`src/hdl/deq_pkg.sv`:
```
// ----------------------------------------------------------------------------
// deq_pkg
// Shared types for the double-ended queue: item payloads, operation and
// status codes, controller states and the controller/datapath link.
// ----------------------------------------------------------------------------
package deq_pkg;

  typedef enum logic [1:0] {
    KIND_PUSH_FRONT = 2'd0,
    KIND_PUSH_BACK  = 2'd1,
    KIND_POP_FRONT  = 2'd2,
    KIND_POP_BACK   = 2'd3
  } kind_e;

  typedef enum logic [1:0] {
    ST_DONE  = 2'd0,
    ST_EMPTY = 2'd1,
    ST_FULL  = 2'd2
  } status_e;

  typedef struct packed {
    kind_e              kind;
    logic signed [31:0] value;
  } in_item_t;

  typedef struct packed {
    status_e            status;
    logic signed [31:0] removed_value;
    logic [4:0]         entry_count;
    logic signed [31:0] front_value;
    logic signed [31:0] back_value;
  } out_item_t;

  typedef enum logic [2:0] {
    S_IDLE,
    S_EXEC,
    S_RD_FRONT,
    S_RD_BACK,
    S_DONE
  } state_e;

  // Commands from the controller to the datapath
  typedef struct packed {
    logic take_item;   // capture the accepted item
    logic exec;        // apply the operation to pointers and store
    logic op_ok;       // operation may proceed (not full / not empty)
    logic rd_front;    // read the front slot; latch removed value
    logic rd_back;     // read the back slot; latch front value
    logic load_out;    // load the result register
  } ctrl_cmd_t;

  // Status from the datapath to the controller
  typedef struct packed {
    logic is_pop;
    logic q_empty;
    logic q_full;
  } dp_status_t;

endpackage

```
`src/hdl/deq_ctrl.sv`:
```
// ----------------------------------------------------------------------------
// deq_ctrl
// Sequencer for one queue operation: accept, execute, read front, read back,
// then hand the result to the output register.
// ----------------------------------------------------------------------------
module deq_ctrl (
  input  logic               clk_i,
  input  logic               rst_ni,
  input  logic               in_valid_i,
  output logic               in_ready_o,
  output logic               out_valid_o,
  input  logic               out_ready_i,
  input  deq_pkg::dp_status_t st_i,
  output deq_pkg::ctrl_cmd_t  cmd_o
);
  import deq_pkg::*;

  state_e state_q, state_d;
  logic   out_valid_q, out_valid_d;

  always_ff @(posedge clk_i or negedge rst_ni) begin
    if (!rst_ni) begin
      state_q     <= S_IDLE;
      out_valid_q <= 1'b0;
    end else begin
      state_q     <= state_d;
      out_valid_q <= out_valid_d;
    end
  end

  always_comb begin
    state_d     = state_q;
    cmd_o       = '0;
    in_ready_o  = 1'b0;
    out_valid_d = out_valid_q;
    // drop the result once taken
    if (out_valid_q && out_ready_i) begin
      out_valid_d = 1'b0;
    end
    case (state_q)
      S_IDLE: begin
        in_ready_o = 1'b1;
        if (in_valid_i) begin
          cmd_o.take_item = 1'b1;
          state_d         = S_EXEC;
        end
      end
      S_EXEC: begin
        cmd_o.exec  = 1'b1;
        cmd_o.op_ok = st_i.is_pop ? !st_i.q_empty : !st_i.q_full;
        state_d     = S_RD_FRONT;
      end
      S_RD_FRONT: begin
        cmd_o.rd_front = 1'b1;
        state_d        = S_RD_BACK;
      end
      S_RD_BACK: begin
        cmd_o.rd_back = 1'b1;
        state_d       = S_DONE;
      end
      S_DONE: begin
        // hold until the result register is free
        if (!out_valid_q || out_ready_i) begin
          cmd_o.load_out = 1'b1;
          out_valid_d    = 1'b1;
          state_d        = S_IDLE;
        end
      end
      default: begin
        state_d = S_IDLE;
      end
    endcase
  end

  assign out_valid_o = out_valid_q;

endmodule

```
`src/hdl/deq_datapath.sv`:
```
// ----------------------------------------------------------------------------
// deq_datapath
// Ring buffer store with front pointer and entry count, one write port and
// one registered read port, plus the result register.
// ----------------------------------------------------------------------------
module deq_datapath #(
  parameter int CAPACITY = 16
) (
  input  logic                clk_i,
  input  logic                rst_ni,
  input  deq_pkg::in_item_t   in_item_i,
  input  deq_pkg::ctrl_cmd_t  cmd_i,
  output deq_pkg::dp_status_t st_o,
  output deq_pkg::out_item_t  out_item_o
);
  import deq_pkg::*;

  localparam int AW = (CAPACITY > 1) ? $clog2(CAPACITY) : 1;
  localparam int CW = $clog2(CAPACITY + 1);
  localparam int SW = CW + 1;
  localparam logic [SW-1:0] CAP_S  = SW'(CAPACITY);
  localparam logic [AW-1:0] LAST_I = AW'(CAPACITY - 1);
  localparam logic [CW-1:0] CAP_C  = CW'(CAPACITY);

  logic signed [31:0] mem_q [CAPACITY];

  in_item_t           item_q;
  logic [AW-1:0]      front_q, front_d;
  logic [CW-1:0]      count_q, count_d;
  status_e            status_q;
  logic               pop_ok_q;
  logic signed [31:0] removed_q;
  logic signed [31:0] front_val_q;
  logic signed [31:0] rd_q;
  out_item_t          out_q;

  logic               is_push_front, is_pop_front, is_pop;
  logic [AW-1:0]      front_dec, front_inc, tail_idx, back_idx;
  logic [SW-1:0]      sum_tail, sum_back;
  logic               wr_en, rd_en;
  logic [AW-1:0]      wr_addr, rd_addr;

  assign is_pop        = (item_q.kind == KIND_POP_FRONT) || (item_q.kind == KIND_POP_BACK);
  assign is_push_front = (item_q.kind == KIND_PUSH_FRONT);
  assign is_pop_front  = (item_q.kind == KIND_POP_FRONT);

  assign front_dec = (front_q == '0) ? LAST_I : front_q - 1'b1;
  assign front_inc = (front_q == LAST_I) ? '0 : front_q + 1'b1;

  // slot just past the back, and the back slot itself
  assign sum_tail = SW'(front_q) + SW'(count_q);
  assign tail_idx = (sum_tail >= CAP_S) ? AW'(sum_tail - CAP_S) : AW'(sum_tail);
  assign sum_back = sum_tail - 1'b1;
  always_comb begin
    if (count_q == '0) begin
      back_idx = front_q;
    end else if (sum_back >= CAP_S) begin
      back_idx = AW'(sum_back - CAP_S);
    end else begin
      back_idx = AW'(sum_back);
    end
  end

  assign st_o.is_pop  = is_pop;
  assign st_o.q_empty = (count_q == '0);
  assign st_o.q_full  = (count_q >= CAP_C);

  // pointer and count update
  always_comb begin
    front_d = front_q;
    count_d = count_q;
    wr_en   = 1'b0;
    wr_addr = tail_idx;
    if (cmd_i.exec && cmd_i.op_ok) begin
      if (!is_pop) begin
        wr_en   = 1'b1;
        count_d = count_q + 1'b1;
        if (is_push_front) begin
          front_d = front_dec;
          wr_addr = front_dec;
        end
      end else begin
        count_d = count_q - 1'b1;
        if (is_pop_front) begin
          front_d = front_inc;
        end
      end
    end
  end

  // read port: popped slot, then new front, then new back
  always_comb begin
    rd_en   = 1'b0;
    rd_addr = front_q;
    if (cmd_i.exec) begin
      rd_en   = cmd_i.op_ok && is_pop;
      rd_addr = is_pop_front ? front_q : back_idx;
    end else if (cmd_i.rd_front) begin
      rd_en   = 1'b1;
      rd_addr = front_q;
    end else if (cmd_i.rd_back) begin
      rd_en   = 1'b1;
      rd_addr = back_idx;
    end
  end

  always_ff @(posedge clk_i) begin
    if (wr_en) begin
      mem_q[wr_addr] <= item_q.value;
    end
    if (rd_en) begin
      rd_q <= mem_q[rd_addr];
    end
  end

  always_ff @(posedge clk_i or negedge rst_ni) begin
    if (!rst_ni) begin
      front_q <= '0;
      count_q <= '0;
    end else begin
      front_q <= front_d;
      count_q <= count_d;
    end
  end

  always_ff @(posedge clk_i) begin
    if (cmd_i.take_item) begin
      item_q <= in_item_i;
    end
    if (cmd_i.exec) begin
      pop_ok_q  <= cmd_i.op_ok && is_pop;
      removed_q <= '0;
      if (cmd_i.op_ok) begin
        status_q <= ST_DONE;
      end else if (is_pop) begin
        status_q <= ST_EMPTY;
      end else begin
        status_q <= ST_FULL;
      end
    end
    if (cmd_i.rd_front && pop_ok_q) begin
      removed_q <= rd_q;
    end
    if (cmd_i.rd_back) begin
      front_val_q <= rd_q;
    end
    if (cmd_i.load_out) begin
      out_q.status        <= status_q;
      out_q.removed_value <= removed_q;
      out_q.entry_count   <= 5'(count_q);
      out_q.front_value   <= (count_q == '0) ? '0 : front_val_q;
      out_q.back_value    <= (count_q == '0) ? '0 : rd_q;
    end
  end

  assign out_item_o = out_q;

endmodule

```
`src/hdl/double_ended_queue.sv`:
```
// ----------------------------------------------------------------------------
// double_ended_queue
// Double-ended queue of signed 32-bit values in a ring buffer, with push and
// pop at either end and one status result per item.
//
//   channel  | handshake              | payload
//   ---------+------------------------+------------------------
//   input    | in_valid_i / in_ready_o | in_item_i  (kind, value)
//   output   | out_valid_o/out_ready_i | out_item_o (status, removed, count,
//            |                        |             front, back)
//
// One item at a time, in steps: accept, execute, then two reads of the single
// store read port (new front, new back) and the result load.
// The result register frees the input side: the next item is accepted while
// a result waits; the sequencer stalls in its last step only if the previous
// result is still untaken. Reset clears pointer and count; no clearing pass.
// ----------------------------------------------------------------------------
module double_ended_queue #(
  parameter int CAPACITY = 16
) (
  input  logic               clk_i,
  input  logic               rst_ni,
  input  logic               in_valid_i,
  output logic               in_ready_o,
  input  deq_pkg::in_item_t  in_item_i,
  output logic               out_valid_o,
  input  logic               out_ready_i,
  output deq_pkg::out_item_t out_item_o
);
  import deq_pkg::*;

  ctrl_cmd_t  cmd;
  dp_status_t st;

  deq_ctrl u_ctrl (
    .clk_i       (clk_i),
    .rst_ni      (rst_ni),
    .in_valid_i  (in_valid_i),
    .in_ready_o  (in_ready_o),
    .out_valid_o (out_valid_o),
    .out_ready_i (out_ready_i),
    .st_i        (st),
    .cmd_o       (cmd)
  );

  deq_datapath #(
    .CAPACITY (CAPACITY)
  ) u_datapath (
    .clk_i      (clk_i),
    .rst_ni     (rst_ni),
    .in_item_i  (in_item_i),
    .cmd_i      (cmd),
    .st_o       (st),
    .out_item_o (out_item_o)
  );

  a_one_at_a_time: assert property (@(posedge clk_i) disable iff (!rst_ni)
    (in_valid_i && in_ready_o) |=> !in_ready_o)
    else $error("item accepted while another is in flight");

  a_load_when_free: assert property (@(posedge clk_i) disable iff (!rst_ni)
    cmd.load_out |-> (!out_valid_o || out_ready_i))
    else $error("result register overwritten before it was taken");

  a_load_shows: assert property (@(posedge clk_i) disable iff (!rst_ni)
    cmd.load_out |=> out_valid_o)
    else $error("loaded result not presented");

  a_no_empty_full: assert property (@(posedge clk_i) disable iff (!rst_ni)
    !(st.q_empty && st.q_full))
    else $error("queue reported empty and full at once");

endmodule
```
`config.mk`:
```
export PLATFORM = sky130hd
export DESIGN_NAME = double_ended_queue
export DESIGN_NICKNAME = d
export VERILOG_FILES = /design/src/hdl/deq_pkg.sv /design/src/hdl/deq_ctrl.sv /design/src/hdl/deq_datapath.sv /design/src/hdl/double_ended_queue.sv
export SDC_FILE = /design/constraint.sdc
export NUM_CORES = 1
export LEC_CHECK = 0
export BUFFER_PORTS_ARGS = -buffer_cell sky130_fd_sc_hd__buf_2
export CELL_PAD_IN_SITES_DETAIL_PLACEMENT = 1
export CELL_PAD_IN_SITES_GLOBAL_PLACEMENT = 1
export CORE_ASPECT_RATIO = 1.5
export CORE_MARGIN = 2
export CORE_UTILIZATION = 39
export DETAILED_ROUTE_END_ITERATION = 10
export PLACE_DENSITY_LB_ADDON = 0.15
export SLEW_MARGIN = 30
export SYNTH_ARGS = -nofsm -noshare
export SYNTH_HDL_FRONTEND = slang
export SYNTH_SLANG_ARGS = --single-unit
```
`constraint.sdc`:
```
create_clock -name clk_i -period 5 [get_ports clk_i]
set_input_delay 1 -clock clk_i [delete_from_list [all_inputs] [get_ports clk_i]]
set_output_delay 1 -clock clk_i [all_outputs]
set_load 0.02 [all_outputs]
```
== Yosys cells after proc, flatten, opt, wreduce, memory -nomap -nowiden ==
Memories as Yosys holds them, arrays and structs flattened. A register that Yosys moved wholly into a read port is not among the register bits.
Cells that the tools add are included.

* Add/subtract/negate cells: 8
* Equal/unequal tests: 10
* Order comparisons: 3
* Shifts and indexed selects: 0
* Reductions and logical operators: 17
* Bitwise gates (word level): 0
* Multipliers: 0
* Divide/modulo/power cells: 0
* Muxes and demuxes: 41

{| class="wikitable"
|+ Operators by type and width
! cell !! number
|-
| $mux W32 || 2
|-
| $mux W4 || 15
|-
| $mux W1 || 18
|-
| $pmux W3 S5 || 1
|-
| $ge A6 B5 Y1 const B || 2
|-
| $sub A4 B1 Y4 const B || 3
|-
| $add A4 B5 Y6 || 1
|-
| $eq A3 B2 Y1 const B || 2
|-
| $mux W3 || 2
|-
| $sub A6 B1 Y6 const B || 1
|-
| $add A5 B1 Y5 const B || 1
|-
| $ge A5 B5 Y1 const B || 1
|-
| $logic_not A5 Y1 || 1
|-
| $mux W5 || 1
|-
| $sub A5 B1 Y5 const B || 1
|-
| $add A4 B1 Y4 const B || 1
|-
| $eq A2 B2 Y1 const B || 2
|-
| $eq A4 B4 Y1 const B || 1
|-
| $logic_and A1 B1 Y1 || 4
|-
| $logic_not A4 Y1 || 1
|-
| $mux W2 || 2
|-
| $ne A2 B1 Y1 const B || 2
|-
| $reduce_bool A2 Y1 || 2
|-
| $eq A3 B1 Y1 const B || 1
|-
| other kinds (8) || 11
|}

* Bits in writable memories: 512
* Memories: 1
* Bits of input ports: 38
* ROM bits: 0
* Flip-flop bits (word level): 217
* Bits in latches: 0

{| class="wikitable"
|+ Memory list
! name !! depth !! bits a word !! rd ports !! clocked after Yosys merged registers in !! write ports !! line !! source
|-
| u_datapath.mem_q || 16 || 32 || 1 || 1 || 1 || deq_datapath.sv:25 || <nowiki>logic signed [31:0] mem_q [CAPACITY];</nowiki>
|}

== Longest topological paths before layout ==
* Depth after elaboration: 8
* Gate-level depth with buffers: 14
* Depth with buffers taken out: 11

== By module ==
Synthesis repeated with hierarchy kept, for this count alone.

* Cells, all modules: 1568
* Area, all modules: 28872.7 sq um

{| class="wikitable"
|+ By module, submodules not included
! module !! instances !! area each (sq um) !! cells an instance
|-
| deq_datapath || 1 || 28658.7 || 1548
|-
| deq_ctrl || 1 || 214.0 || 20
|}

== Worst setup path after synthesis ==
Ideal clock, no wire load.

* Path kind: input-to-reg
* Start point: input port out_ready_i
* End point: register u_datapath.out_q (netlist bit u_datapath.out_item_o[0]) (enable)
* Cell stages on the path: 2
* Required time: 4526 ps
* Path slack: 973 ps
* Data arrival time: 3553 ps
* Cell sequence: nand2b_1 > and3_1

{| class="wikitable"
|+ RTL lines
! what !! line !! source
|-
| start: declaration || double_ended_queue.sv:27 || <nowiki>input logic out_ready_i,</nowiki>
|-
| end: declaration || deq_datapath.sv:35 || <nowiki>out_item_t out_q;</nowiki>
|}

== Final worst setup path ==
* Start point: register u_datapath.front_q[0]
* End point: register u_datapath.rd_q[15] (read register of u_datapath.mem_q), data pin

* Longest elaborated chain between the ends: 8
* Elaborated cells between the ends (all ways): 10
* Classes of those cells: 3 x add/sub; 1 x order compare; 6 x mux

{| class="wikitable"
|+ Ends and longest elaborated chain
! what !! line !! source
|-
| start: declaration || deq_datapath.sv:28 || <nowiki>logic [AW-1:0] front_q, front_d;</nowiki>
|-
| start signal: assignment || deq_datapath.sv:121 || <nowiki>front_q <= front_d;</nowiki>
|-
| $add A4 B5 Y6 || deq_datapath.sv:51 || <nowiki>assign sum_tail = SW'(front_q) + SW'(count_q);</nowiki>
|-
| $sub A6 B1 Y6 || deq_datapath.sv:53 || <nowiki>assign sum_back = sum_tail - 1'b1;</nowiki>
|-
| $ge A6 B5 Y1 / $sub A4 B1 Y4 (equally long branches) || deq_datapath.sv:57, deq_datapath.sv:58 ||
|-
| $mux W4 || deq_datapath.sv:57 || <nowiki>end else if (sum_back >= CAP_S) begin</nowiki>
|-
| $mux W4 || deq_datapath.sv:55 || <nowiki>if (count_q == '0) begin</nowiki>
|-
| $mux W4 || deq_datapath.sv:101 || <nowiki>end else if (cmd_i.rd_back) begin</nowiki>
|-
| $mux W4 || deq_datapath.sv:98 || <nowiki>end else if (cmd_i.rd_front) begin</nowiki>
|-
| $mux W4 * || deq_datapath.sv:95 || <nowiki>if (cmd_i.exec) begin</nowiki>
|-
| end: declaration || deq_datapath.sv:34 || <nowiki>logic signed [31:0] rd_q;</nowiki>
|}

Every way passes the cells marked *; elsewhere a longest branch is shown, timed or not.
A chain may end at the register's enable or synchronous reset.

==> metrics.txt <==
PD cells=710 nW/um^2; DR vias=15533; vias per cell=5.24; Clock H-tree levels=3; Avg Inst Size Synth=16.4 um^2; Final Non-Filler Cells=2967; area leader, netlist=edfxtp_1; Die Width=226 um; Placed Cells=2837; Global Route Usage Sum=19.1%; Post-synth ARST share=1.71%; post-synthesis adder-cell area fraction=0.529%; Rows=122; Final Slew Violations=0; setup TNS=0 ns; post-synth cell types=47; Top FF cell, synth=edfxtp_1; proportion of layout cells with a drive suffix above 1=16.4%; Post-CTS Setup Inserts=0; post-synthesis compound-gate area fraction=7.88%; top cells by area, synth=edfxtp_1, mux2i_1, nand2_1; wire per inst=24.3 um; die area=76200 um^2; gp weighted congestion=0.761; Critical Path RT=5.35 ns; core area=73600 um^2; Final Cycle Share=77.4%; FF+latch count, synth=761; post-CTS sizing=0; global-route wire length before repair=106 mm; Initial Utilization=39.2%; Ys Warns=0; Final Core Density=45.3%; CP Launch Type=flop; CP Class=reg2reg; final setup fails=0; Die Height=337 um; crit path DAT=4.21 ns; Peak VDD IR=0.630 mV; Reg clk slew, reported paths=0.07 ns; vias in the first global route=16176; Post-Syn Area=28900 um^2; Hold Worst Slack=0.286 ns; Pleak=11.2 nW; boundary pin count=143; Final nets=1968; Seq/Total Area, Yosys=79.0%; HP Class=in2async; Max Root-Sink Buffers=3; post-synthesis mux area share=3.44%; post-synthesis xor/xnor area fraction=0.473%; FMAX=259 MHz; grt ovf=0; DRC Markers=0; Layout area overhead=15.4%; Clk Latency, worst-skew pair=0.63 ns; critical path endpoint category=flop; Max-slew headroom=30.8%; Synth top area share=77.8%; DRT Pass-1 Iters=5; Power Total=0.0236 W; synthesized instance count=1758; DP HPWL=41.7 mm; TritonCTS Sinks=761; Worst Clk Skew=0.0175 ns; pin count of the biggest net entering global routing=111; Post-Synth Simple-Gate Area=6.84%; Max-Cap Viols=0; Crit Path Max Fanout=110; WL final=72.1 mm; total CTS buffers=72; outcome=complete, no violations; fin crit period=3.87 ns; most common cell in the synthesized netlist=edfxtp_1; unrepaired setup endpoints after global routing=false; top post-synthesis cells by count=edfxtp_1, nand2_1, a21oi_1; initial antenna violation count=2; DRT iter0 DRCs=912; antenna-violating nets left=0; post-synth net total=1807; largest family of logic cells by synthesized area=compound AO/OA/AOI/OAI gates; worst slew pin tran=1.03 ns; CTS tree=done; final hold viol count=0; hold_buf cts=0; CTS root buf=clkbuf_16; Post-synth EDFFs=748; IO Port Bufs=142
-- logic make-up after synthesis --
group	after synthesis
compound gates	329
xor+xnor	14
fa+ha+maj	11
buf+inv	113
flops	761
mux	99
simple gates	431
-- path summary, 6_finish.rpt --
| check | startpoint | to | slack [ns] | cells past startpoint |
|---|---|---|---|---|
| setup / recovery | u_datapath.front_q[0]$_DFFE_PN0P_ | u_datapath.rd_q[15]$_DFFE_PP_ | 1.13 | 12 |
| hold / removal | rst_ni | u_datapath.front_q[1]$_DFFE_PN0P_ | 0.29 | 1 |
| setup reg to reg | u_datapath.front_q[0]$_DFFE_PN0P_ | u_datapath.rd_q[15]$_DFFE_PP_ | 1.13 | 12 |
| hold reg to reg | u_datapath.removed_q[18]$_SDFFCE_PN0P_ | u_datapath.out_item_o[87]$_DFFE_PP_ | 0.42 | 0 |
| max in group asynchronous | rst_ni | u_ctrl.state_q[2]$_DFFE_PN0P_ | 4.45 | 1 |
| min in group clk_i | u_datapath.removed_q[18]$_SDFFCE_PN0P_ | u_datapath.out_item_o[87]$_DFFE_PP_ | 0.42 | 0 |
-- cell usage in the layout (no fill, tap or decap), types with 5 or more instances in the layout --
cell and instances:
edfxtp_1 748, nand2_1 246, buf_2 142, a21oi_1 137, mux2i_1 97, and2_1 97, clkbuf_16 72, a22o_1 64
nand3_1 35, buf_4 33, a22oi_1 32, a32oi_1 32, o221ai_1 32, clkinv_1 21, nor2_4 17, clkinv_2 14
buf_12 14, o21ai_0 13, dfrtp_1 13, inv_1 11, ha_1 9, nor3_1 8, nor2_1 8, xnor2_1 8
clkbuf_1 7, bufinv_16 7, inv_6 6, nand2b_1 5, xor2_1 5
-- power breakdown --
part / switching, W / total, W / internal (W)
Sequential: 0.000618 / 0.00902 / 0.00840
Combinational: 0.00592 / 0.00925 / 0.00333
Clock: 0.00235 / 0.00536 / 0.00302
-- metrics by stage --
step | instance area (um^2) | setup slack (ns)
after global routing | 33300 | 0.911
after global placement | 31000 | 1.24
final | 33300 | 1.13
after detailed placement | 31000 | 1.20
after CTS | 33300 | 1.18
after floorplan | 28900 | 0.973
-- critical path, stage by stage, from the launching register on --
cell and delay, ns:
dfrtp_1 0.49, ha_1 0.26, fa_1 0.65, inv_1 0.09, ha_1 0.30, inv_1 0.06
o2111a_1 0.25, a21o_4 0.20, buf_12 0.43, mux2i_1 0.27, a22oi_1 0.09, a32oi_1 0.18
o221ai_1 0.14
-- layer usage --
metal  wire length, um  global-route usage, %  up-vias
li1                  -                      -     7058
met1             30400                   24.2     8031
met2             36900                   33.6      347
met3              2680                   2.47       97
met4              2080                   7.07        0
met5                 0                      0        -
-- flip-flops by register name, summed over array words and instances (netlist names) --
signal and count:
u_datapath.out_item_o 103, u_ctrl.out_valid_o 1, u_datapath.front_val_q 32, u_datapath.pop_ok_q 1, u_datapath.front_q 4, u_datapath.removed_q 32, u_datapath.status_q 2, u_datapath.count_q 5
u_datapath.item_q 34, u_datapath.rd_q 32, u_ctrl.state_q 3, u_datapath.mem_q 512
-- final cells by class --
| cell class | instances | area [um^2] |
|---|---|---|
| multi-input combinational | 884 | 5720 |
| timing repair buffer | 189 | 1240 |
| tap | 992 | 1240 |
| clock inverter | 50 | 448 |
| antenna | 1 | 2.50 |
| inverter | 11 | 41.3 |
| sequential | 761 | 22800 |
| clock buffer | 79 | 1830 |
| fill | 7196 | 40300 |
(Power assumes the default switching activity.)
